[config.mk]
export PLATFORM = sky130hd
export DESIGN_NAME = swca_cell
export DESIGN_NICKNAME = d
export VERILOG_FILES = /design/src/design/swca_pkg.sv /design/src/design/swca_cell.sv
export SDC_FILE = /design/constraint.sdc
export NUM_CORES = 1
export LEC_CHECK = 0
export BUFFER_PORTS_ARGS = -buffer_cell sky130_fd_sc_hd__buf_4
export CAP_MARGIN = 20
export CORE_AREA = 2 2 158 160
export CTS_CLUSTER_SIZE = 24
export DETAILED_ROUTE_END_ITERATION = 7
export DIE_AREA = 0 0 160 162
export PLACE_DENSITY_LB_ADDON = 0.2
export SLEW_MARGIN = 40
export SYNTH_ARGS = -nofsm -noshare
export SYNTH_HDL_FRONTEND = slang
export SYNTH_SLANG_ARGS = --single-unit
export TNS_END_PERCENT = 100
[constraint.sdc]
create_clock -name clk_i -period 2.7 [get_ports clk_i]
set_input_delay 0.135 -clock clk_i [delete_from_list [all_inputs] [get_ports clk_i]]
set_output_delay 0.135 -clock clk_i [all_outputs]
set_load 0.03 [all_outputs]
[src/design/swca_pkg.sv]
// Shared types and constants of the sliding-window candle aggregator.
package swca_pkg;

  localparam int unsigned PRICE_BITS = 32;
  localparam int unsigned WLEN_BITS  = 7;
  localparam int unsigned DAY_BITS   = 5;
  localparam int unsigned MONTH_BITS = 4;
  localparam int unsigned YEAR_BITS  = 12;

  localparam logic [WLEN_BITS-1:0] WLEN_RESET = 7'd14;

  // Chain-wide control driven by the top level.
  typedef struct packed {
    logic shift;  // move every candle one cell down the chain
    logic adv;    // move the aggregate token one cell down the chain
  } swca_ctrl_t;

endpackage

[src/design/swca_cell.sv]
// One chain cell: holds a candle and merges it into the passing aggregate token.
module swca_cell #(
  parameter int unsigned PW = 32,
  parameter int unsigned CW = 7
) (
  input  logic                  clk_i,
  input  logic                  rst_ni,
  input  swca_pkg::swca_ctrl_t  ctrl_i,
  input  logic [PW-1:0]         opn_i,
  input  logic [PW-1:0]         hi_i,
  input  logic [PW-1:0]         lo_i,
  output logic [PW-1:0]         opn_o,
  output logic [PW-1:0]         hi_o,
  output logic [PW-1:0]         lo_o,
  input  logic                  tok_vld_i,
  input  logic [CW-1:0]         tok_rem_i,
  input  logic [PW-1:0]         tok_hi_i,
  input  logic [PW-1:0]         tok_lo_i,
  input  logic [PW-1:0]         tok_opn_i,
  output logic                  tok_vld_o,
  output logic [CW-1:0]         tok_rem_o,
  output logic [PW-1:0]         tok_hi_o,
  output logic [PW-1:0]         tok_lo_o,
  output logic [PW-1:0]         tok_opn_o
);
  import swca_pkg::*;

  logic [PW-1:0] opn_q, hi_q, lo_q;
  logic          tvld_q;
  logic [CW-1:0] trem_q, trem_d;
  logic [PW-1:0] thi_q, thi_d, tlo_q, tlo_d, topn_q, topn_d;

  // Fold this cell in while the token still has window cells to cover.
  always_comb begin
    trem_d = tok_rem_i;
    thi_d  = tok_hi_i;
    tlo_d  = tok_lo_i;
    topn_d = tok_opn_i;
    if (tok_rem_i != '0) begin
      trem_d = tok_rem_i - CW'(1);
      thi_d  = (hi_q > tok_hi_i) ? hi_q : tok_hi_i;
      tlo_d  = (lo_q < tok_lo_i) ? lo_q : tok_lo_i;
      topn_d = opn_q;
    end
  end

  always_ff @(posedge clk_i) begin
    if (ctrl_i.shift) begin
      opn_q <= opn_i;
      hi_q  <= hi_i;
      lo_q  <= lo_i;
    end
  end

  always_ff @(posedge clk_i or negedge rst_ni) begin
    if (!rst_ni) begin
      tvld_q <= 1'b0;
    end else if (ctrl_i.adv) begin
      tvld_q <= tok_vld_i;
    end
  end

  always_ff @(posedge clk_i) begin
    if (ctrl_i.adv) begin
      trem_q <= trem_d;
      thi_q  <= thi_d;
      tlo_q  <= tlo_d;
      topn_q <= topn_d;
    end
  end

  assign opn_o     = opn_q;
  assign hi_o      = hi_q;
  assign lo_o      = lo_q;
  assign tok_vld_o = tvld_q;
  assign tok_rem_o = trem_q;
  assign tok_hi_o  = thi_q;
  assign tok_lo_o  = tlo_q;
  assign tok_opn_o = topn_q;

endmodule

==> After elaboration in Yosys (flattened, before gate mapping) <==
Cells that the tools add are included.
Widths: inputs -> output; s select.
{ "totals": {"register_bits": 200, "inputBits": 204, "word_cells": 18, "output_inout_bits": 200} }
{ "classes": {"n_lt_le_gt_ge": 2, "mux": 6, "reduce_logical": 1, "addsub": 1} }
{ "ops": {"columns": ["cell", "n"], "rows": [
  ["$mux 32", 5],
  ["$gt 32x32->1", 1],
  ["$lt 32x32->1", 1],
  ["$mux 7", 1],
  ["$reduce_bool 7->1", 1],
  ["$sub 7x1->7 const B", 1]
]} }

==> Depth between registers and ports, before layout <==
Gate-level depths: netlist (run 1).
{ "logic_depth": {"depth_word": 3, "ltp_mapped": 10, "mapped_depth_nobuf": 9} }

==> Worst setup path before layout (run 1) <==
No wires, ideal clock.
{ "synth_timing": {"path_kind": "register -> register", "start": "register hi_q[25], in the netlist hi_o[25]", "end": "register thi_q[10], in the netlist tok_hi_o[10] (data pin)", "t_required_ps": 2440, "path_slack_ps": 22, "synth_period_minus_slack_ps": 2678, "path_buffers": 1, "setup_time_ps": 260, "arrival_ps": 2418, "stages_incl_launch_ff": 10, "cell_sequence": "edfxtp_1 > ha_1 > nand4_1 > nor3_1 > a221o_2 > nor3_1 > a211oi_1 > a31oi_4 > buf_6 > mux2_4"} }
{ "synth_via": {"elab_chain_cells": 3} }
{ "synth_lines": {"columns": ["item", "line_no", "rtl"], "rows": [
  ["start: declaration", "swca_cell.sv:28", "logic [PW-1:0] opn_q, hi_q, lo_q;"],
  ["start signal: assignment", "swca_cell.sv:50", "hi_q <= hi_i;"],
  ["$gt 32x32->1", "swca_cell.sv:41", "thi_d = (hi_q > tok_hi_i) ? hi_q : tok_hi_i;"],
  ["$mux 32", "swca_cell.sv:41", null],
  ["$mux 32", "swca_cell.sv:39", "if (tok_rem_i != '0) begin"],
  ["net thi_d[10]", "swca_cell.sv:31", "logic [PW-1:0] thi_q, thi_d, tlo_q, tlo_d, topn_q, topn_d;"],
  ["end signal: assignment", "swca_cell.sv:66", "thi_q <= thi_d;"],
  ["end: declaration", "swca_cell.sv:31", null]
]} }
The timed path passes the listed nets, and every way through them passes these cells.
A chain may end at the register's enable or synchronous reset.

==> Worst setup path in the final report (run 1) <==
{ "layout_timing": {"start": "register hi_q[1], in the netlist hi_o[1]", "end": "register thi_q[9], in the netlist tok_hi_o[9] (data pin)"} }
The elaborated chain is that of the path after synthesis.

==> impl_metrics.json, run 1 <==
{
  "min_to": "tok_hi_o[22]",
  "p_leak_nw": 7.18,
  "diodes": 0,
  "path_class": "register to register",
  "fillers": 1755,
  "cts.path.max_buffers": 2,
  "dominantRegCellSynth": "edfxtp_1",
  "hold_path.class": "input pin to register",
  "yosysWarnings": 0,
  "fin_crit_ns": 2.68,
  "num_io_pins": 404,
  "switching_share_pct": 30.2,
  "drc": 0,
  "synthCells": 623,
  "clkPwrFrac_pct": 29.7,
  "p_switching_w": 0.00268,
  "met2_usage_pct": 39.0,
  "combPwrFrac_pct": 26.7,
  "yosysSeqAreaShare_pct": 66.0,
  "die_h_um": 162,
  "place_congestion": 0.796,
  "synth_area_mm2": 0.00910,
  "grtUsageMet1_pct": 23.3,
  "viasPerCell": 4.59,
  "setup_viol": 0,
  "crit_family": "compound AO/OA/AOI/OAI gates",
  "synth_top_area_share_pct": 65.7,
  "crit_fanout": 6,
  "path_clk_slew_ns": 0.08,
  "wirelength_um": 28900,
  "rrSetupSlack_ns": 0.02,
  "cts_tree": "yes",
  "final_nets": 1544,
  "worst_slew_pin_slew_ns": 0.609,
  "grt_pass1_wl_um": 42000,
  "grt.total_usage_pct": 21.2,
  "synthArstFlopShare_pct": 0.500,
  "holdWs_ns": 0.0243,
  "fmaxAchievable_ghz": 0.374,
  "gr-total-overflow": 0,
  "start_util_pct": 37.7,
  "dieArea_mm2": 0.0259,
  "clock_latency_ns": 0.44,
  "synth_nets": 892,
  "critPathSlowestCell": "edfxtp_1",
  "synth-seq-cells": 200,
  "critical-path-max-stage-delay_ns": 0.46,
  "syn_area_per_cell_um2": 14.6,
  "timing.rr.start": "hi_o[1]",
  "rsz0062_at_grt": "yes",
  "vias": 7394,
  "seq_power_share_pct": 43.6,
  "synth_top_area_cell": "edfxtp_1",
  "finalCritPeriodShare_pct": 99.1,
  "r2r-end": "tok_hi_o[9]",
  "die_width_um": 160,
  "synth_edf_count": 199,
  "antenna_found_initial": 0,
  "grt_max_degree": 49,
  "fp-row-count": 57,
  "fin_skew_ns": 0.0137,
  "grt_pass1_vias": 7720,
  "ir_worst_vdd_mv": 0.469,
  "startpoint": "hi_o[1]",
  "io_buffers": 403,
  "area_delta_synth_final_pct": 73.1,
  "cellPowerDensity_mw_per_mm2": 565,
  "wl_per_cell_um": 17.9,
  "final_hold_viol_count": 0,
  "busiest_layer": "met2",
  "outcome": "finished, final reports clean",
  "htree_levels": 4,
  "core_mm2": 0.0241,
  "intPower_w": 0.00621,
  "drt_iter0_drc": 450,
  "cp-end-kind": "register",
  "dp_hpwl_um": 19700,
  "required_ns": 2.88,
  "cts_made_buffers": 17,
  "drv_slew": 0,
  "crit_chain": "ha_4 > nor2b_1 > o211ai_1 > a2111oi_2 > buf_4 > a211oi_2 > nand2_1 > a31oi_4 > buf_12 > clkbuf_16 > mux2_4",
  "crit_buf_inv": 3,
  "cp.arrival_ns": 2.86,
  "drive_above_1_share_pct": 44.6,
  "relSlewSlack_pct": 59.4,
  "fin_setup_tns_ns": 0,
  "met3_usage_pct": 5.21,
  "drt-pass1-iter-count": 6,
  "synth.top_cells.by_area": "edfxtp_1 (66%), ha_1 (8.9%), mux2_4 (5.0%)",
  "drtAntennaViolNets": 0,
  "hold_path_depth": 2,
  "ys_types": 38,
  "post-place-ws_ns": 0.0367,
  "maxCapViolations": 0,
  "worstHoldStart": "tok_hi_i[22]",
  "setup_ws_ns": 0.0249,
  "root_buffer": "clkbuf_16",
  "start_kind": "register",
  "cts_sinks": 200,
  "ff2ff_path_depth": 11
}
-- placed cells by master, fill, tap and decap left out, types with 8 or more instances in the layout --
cell,synthesis,final
a21oi_1,25,25
buf_12,0,8
buf_4,0,441
clkbuf_16,0,21
dlygate4sd3_1,0,190
edfxtp_1,199,199
ha_1,65,58
inv_1,65,65
mux2_2,34,14
mux2_4,30,50
nand2_1,108,108
nand4_1,14,14
nor2_1,12,11
-- worst reg2reg max path: stages (launching register included) --
cell	delay [ns]
edfxtp_1	0.46
ha_4	0.25
nor2b_1	0.12
o211ai_1	0.23
a2111oi_2	0.12
buf_4	0.15
a211oi_2	0.18
nand2_1	0.11
a31oi_4	0.17
buf_12	0.16
clkbuf_16	0.16
mux2_4	0.29
-- sequential cells by signal, indices dropped and copies added (netlist names) --
register / flops
hi_o: 32
tok_opn_o: 32
tok_vld_o: 1
tok_rem_o: 7
opn_o: 32
tok_lo_o: 32
lo_o: 32
tok_hi_o: 32
-- worst max-delay path by stage --
stage               slack (ns)  cells after the start      endpoint
floorplan                 0.02                      9  tok_hi_o[10]
global placement          0.03                      9  tok_hi_o[30]
detailed placement        0.04                     10   tok_hi_o[0]
CTS                      0.007                     10   tok_hi_o[0]
global route             -0.07                     14   tok_hi_o[9]
finish                    0.02                     11   tok_hi_o[9]
-- Yosys cell counts (3+ instances only) --
cell type  number
buf_6           6
mux2_2         34
nand4_1        14
nand3_1         6
nor3_1          7
nand2_1       108
ha_1           65
xnor2_1         4
o21ai_0         7
a21oi_1        25
mux2_4         30
a21o_1          7
edfxtp_1      199
clkbuf_1        4
a211oi_1        5
inv_1          65
nor2_1         12
buf_2           3
nor2b_1         3
-- metal layers --
metal,up-vias,part of all wire (%)
li1,3581,-
met2,270,53
met3,61,5.6
met5,-,0
met4,0,3.4
met1,3482,38
-- power groups by stage --
stage / combinational, W / clock (W) / sequential, W
floorplan: 0.000533 / 0 / 0.00445
global placement: 0.00193 / 0 / 0.00394
detailed placement: 0.00194 / 0 / 0.00395
CTS: 0.00218 / 0.00272 / 0.00388
global route: 0.00251 / 0.00281 / 0.00391
finish: 0.00237 / 0.00264 / 0.00388
-- logic make-up (layout without fill, tap and decap cells) --
group                    after synthesis  in the layout  share of synthesized area, %
flip-flops                           200            200                          66.0
buffers and inverters                 78            743                          3.75
XOR/XNOR                               5              5                         0.481
adder cells (fa/ha/maj)               65             65                          8.94
AND/OR/NAND/NOR                      158            158                          7.89
multiplexers                          65             65                          9.28
AO/OA/AOI/OAI                         52             52                          3.70
-- repair_timing --
action | in CTS | in global routing
hold endpoints to repair | 189 | 0
buffers inserted | 0 | 18
hold buffers | 190 | 0
gates resized for setup | 0 | 41
setup endpoints to repair | 0 | 64
-- final cells by class --
cell class	count	area, um2	share of cell area, %
Sequential cell	200	6000	38.1
Timing Repair Buffer	646	5510	35.0
Multi-Input combinational cell	345	2980	18.9
Clock buffer	17	425	2.70
Tap cell	324	405	2.57
Inverter	65	244	1.55
Clock inverter	15	190	1.21
-- through the flow --
| stage | instance area, um2 | instances | util (%) | power (W) |
|---|---|---|---|---|
| 2_1_floorplan | 9100 | 623 | - | 0.00498 |
| 3_3_place_gp | 12700 | 1366 | 52.8 | 0.00587 |
| 3_5_place_dp | 12700 | 1366 | 52.8 | 0.00589 |
| 4_1_cts | 15200 | 1588 | 63.2 | 0.00877 |
| 5_1_grt | 15800 | 1612 | 65.3 | 0.00923 |
| 6_report | 15800 | 1612 | 65.3 | 0.00889 |
Note: power is estimated with default switching activity, not from simulation.
==> run 2: changes to the inputs <==
Settings changed: PLACE_DENSITY from default to 0.74, PLACE_DENSITY_LB_ADDON 0.2 to default.
==> run 2 against run 1 <==
Sequential power about the same. Combinational power down 4%. Register-to-register slack worse by 0.02 ns. Critical path depth down 2. Cell area down 4.0%. Largest cell class unchanged. Highest routed layer unchanged. Final cell count down 3.0%.
==> impl_metrics.json, run 2 (synthesis gave the netlist of run 1 again) <==
{
  "fp-row-count": 57,
  "clock_latency_ns": 0.42,
  "gr-total-overflow": 0,
  "ir_worst_vdd_mv": 0.387,
  "core_mm2": 0.0241,
  "final_hold_viol_count": 0,
  "fin_skew_ns": 0.0124,
  "grt_max_degree": 56,
  "worst_slew_pin_slew_ns": 0.622,
  "drtAntennaViolNets": 0,
  "root_buffer": "clkbuf_16",
  "dp_cells": 1362,
  "wirelength_um": 29900,
  "grt_pass1_wl_um": 43000,
  "area_delta_synth_final_pct": 66.2,
  "start_util_pct": 37.7,
  "cts_made_buffers": 17,
  "final_nets": 1495,
  "die_h_um": 162,
  "drt_iter0_drc": 502,
  "setup_viol": 0,
  "critPathSlowestCell": "a2111oi_2",
  "mostFrequentLayoutCell": "buf_4",
  "path_clk_slew_ns": 0.08,
  "htree_levels": 4,
  "postPlaceCellArea_mm2": 0.0127,
  "start_kind": "register",
  "dp_hpwl_um": 20400,
  "viasPerCell": 4.72,
  "drive_above_1_share_pct": 45.5,
  "crit_family": "compound AO/OA/AOI/OAI gates",
  "hold_path.class": "input pin to register",
  "fin_cells": 1564,
  "fin_crit_ns": 2.69,
  "required_ns": 2.88,
  "io_buffers": 403,
  "finalCritPeriodShare_pct": 99.8,
  "rsz0062_at_grt": "yes",
  "crit_chain": "ha_1 > nand4_1 > a2111oi_2 > a211oi_2 > nand2_1 > a31oi_4 > buf_12 > clkbuf_16 > mux2_4",
  "vias": 7382,
  "die_width_um": 160,
  "cellPowerDensity_mw_per_mm2": 572,
  "cts_tree": "yes",
  "critical-path-max-stage-delay_ns": 0.47,
  "place_congestion": 0.862,
  "cp-end-kind": "register",
  "drt-pass1-iter-count": 5,
  "fillers": 1813,
  "drc": 0,
  "cp.arrival_ns": 2.87,
  "cts.path.max_buffers": 2,
  "drv_slew": 0,
  "crit_buf_inv": 2,
  "maxCapViolations": 0,
  "grt_pass1_vias": 7825,
  "relSlewSlack_pct": 58.5,
  "num_io_pins": 404,
  "p_leak_nw": 6.85,
  "fmaxAchievable_ghz": 0.371,
  "antenna_found_initial": 1,
  "fin_util_pct": 62.7,
  "cts_sinks": 200,
  "dieArea_mm2": 0.0259,
  "grt.total_usage_pct": 21.7,
  "final_cell_mix": "buf_4 (435), edfxtp_1 (199), dlygate4sd3_1 (151)",
  "crit_fanout": 6,
  "path_class": "register to register",
  "outcome": "finished, final reports clean",
  "wl_per_cell_um": 19.1,
  "final_cell_area_mm2": 0.0151
}
-- run 2: changes by cell type in the layout (fill, tap and decap cells not counted), sizes merged --
cell / change
buf: -9
dlygate4sd3: -39
diode: +1
inv: -1
-- run 2: layer usage --
metal | GRT usage [%] | routed length (um) | up-vias
met2 | 40.2 | 16100 | 334
met1 | 23.4 | 10900 | 3517
met3 | 6.23 | 1980 | 58
li1 | - | - | 3473
met5 | 0 | 0 | -
met4 | 8.52 | 925 | 0
-- run 2: report_power, final --
group          switching (W)  internal (W)
clock                0.00125       0.00123
sequential          0.000149       0.00374
combinational        0.00117       0.00110
total                0.00258       0.00608
-- run 2: final cells by class --
class	count	area [um2]	area share, %
sequential	200	6000	39.7
timing repair buffer	597	5010	33.1
multi-input combinational	345	2900	19.2
clock buffer	18	429	2.84
tap	324	405	2.68
inverter	65	244	1.61
clock inverter	14	138	0.910
antenna	1	2.50	0.0165
-- run 2: per-stage QoR --
step	TNS (ns)	total power [W]	hold slack, ns	setup WS (ns)
after floorplan	0	0.00498	-0.161	0.0221
after global placement	0	0.00586	-0.0894	0.00605
after detailed placement	-0.355	0.00589	-0.0884	-0.0369
after CTS	0	0.00857	0.00131	0.00263
after global routing	-1.37	0.00897	0.000168	-0.0626
final	0	0.00865	0.0266	0.00668
-- run 2: path summary, 6_finish.rpt --
kind	start	endpoint	slack, ns	cells after the start
setup / recovery	hi_o[7]	tok_hi_o[26]	0.007	9
hold / removal	tok_hi_i[24]	tok_hi_o[24]	0.03	2
setup reg to reg	hi_o[7]	tok_hi_o[26]	0.007	9
hold reg to reg	tok_vld_o	tok_vld_o	0.53	1
max in group asynchronous	rst_ni	tok_vld_o	2.07	3
min in group asynchronous	rst_ni	tok_vld_o	0.53	3
-- run 2: timing repair --
item | in CTS | in global routing
pin swaps | 2 | 12
resized for setup | 3 | 19
gates cloned | 0 | 4
endpoints found under the hold margin | 147 | 3
hold buffers | 148 | 3
setup endpoints to repair | 60 | 60
setup buffers | 0 | 15
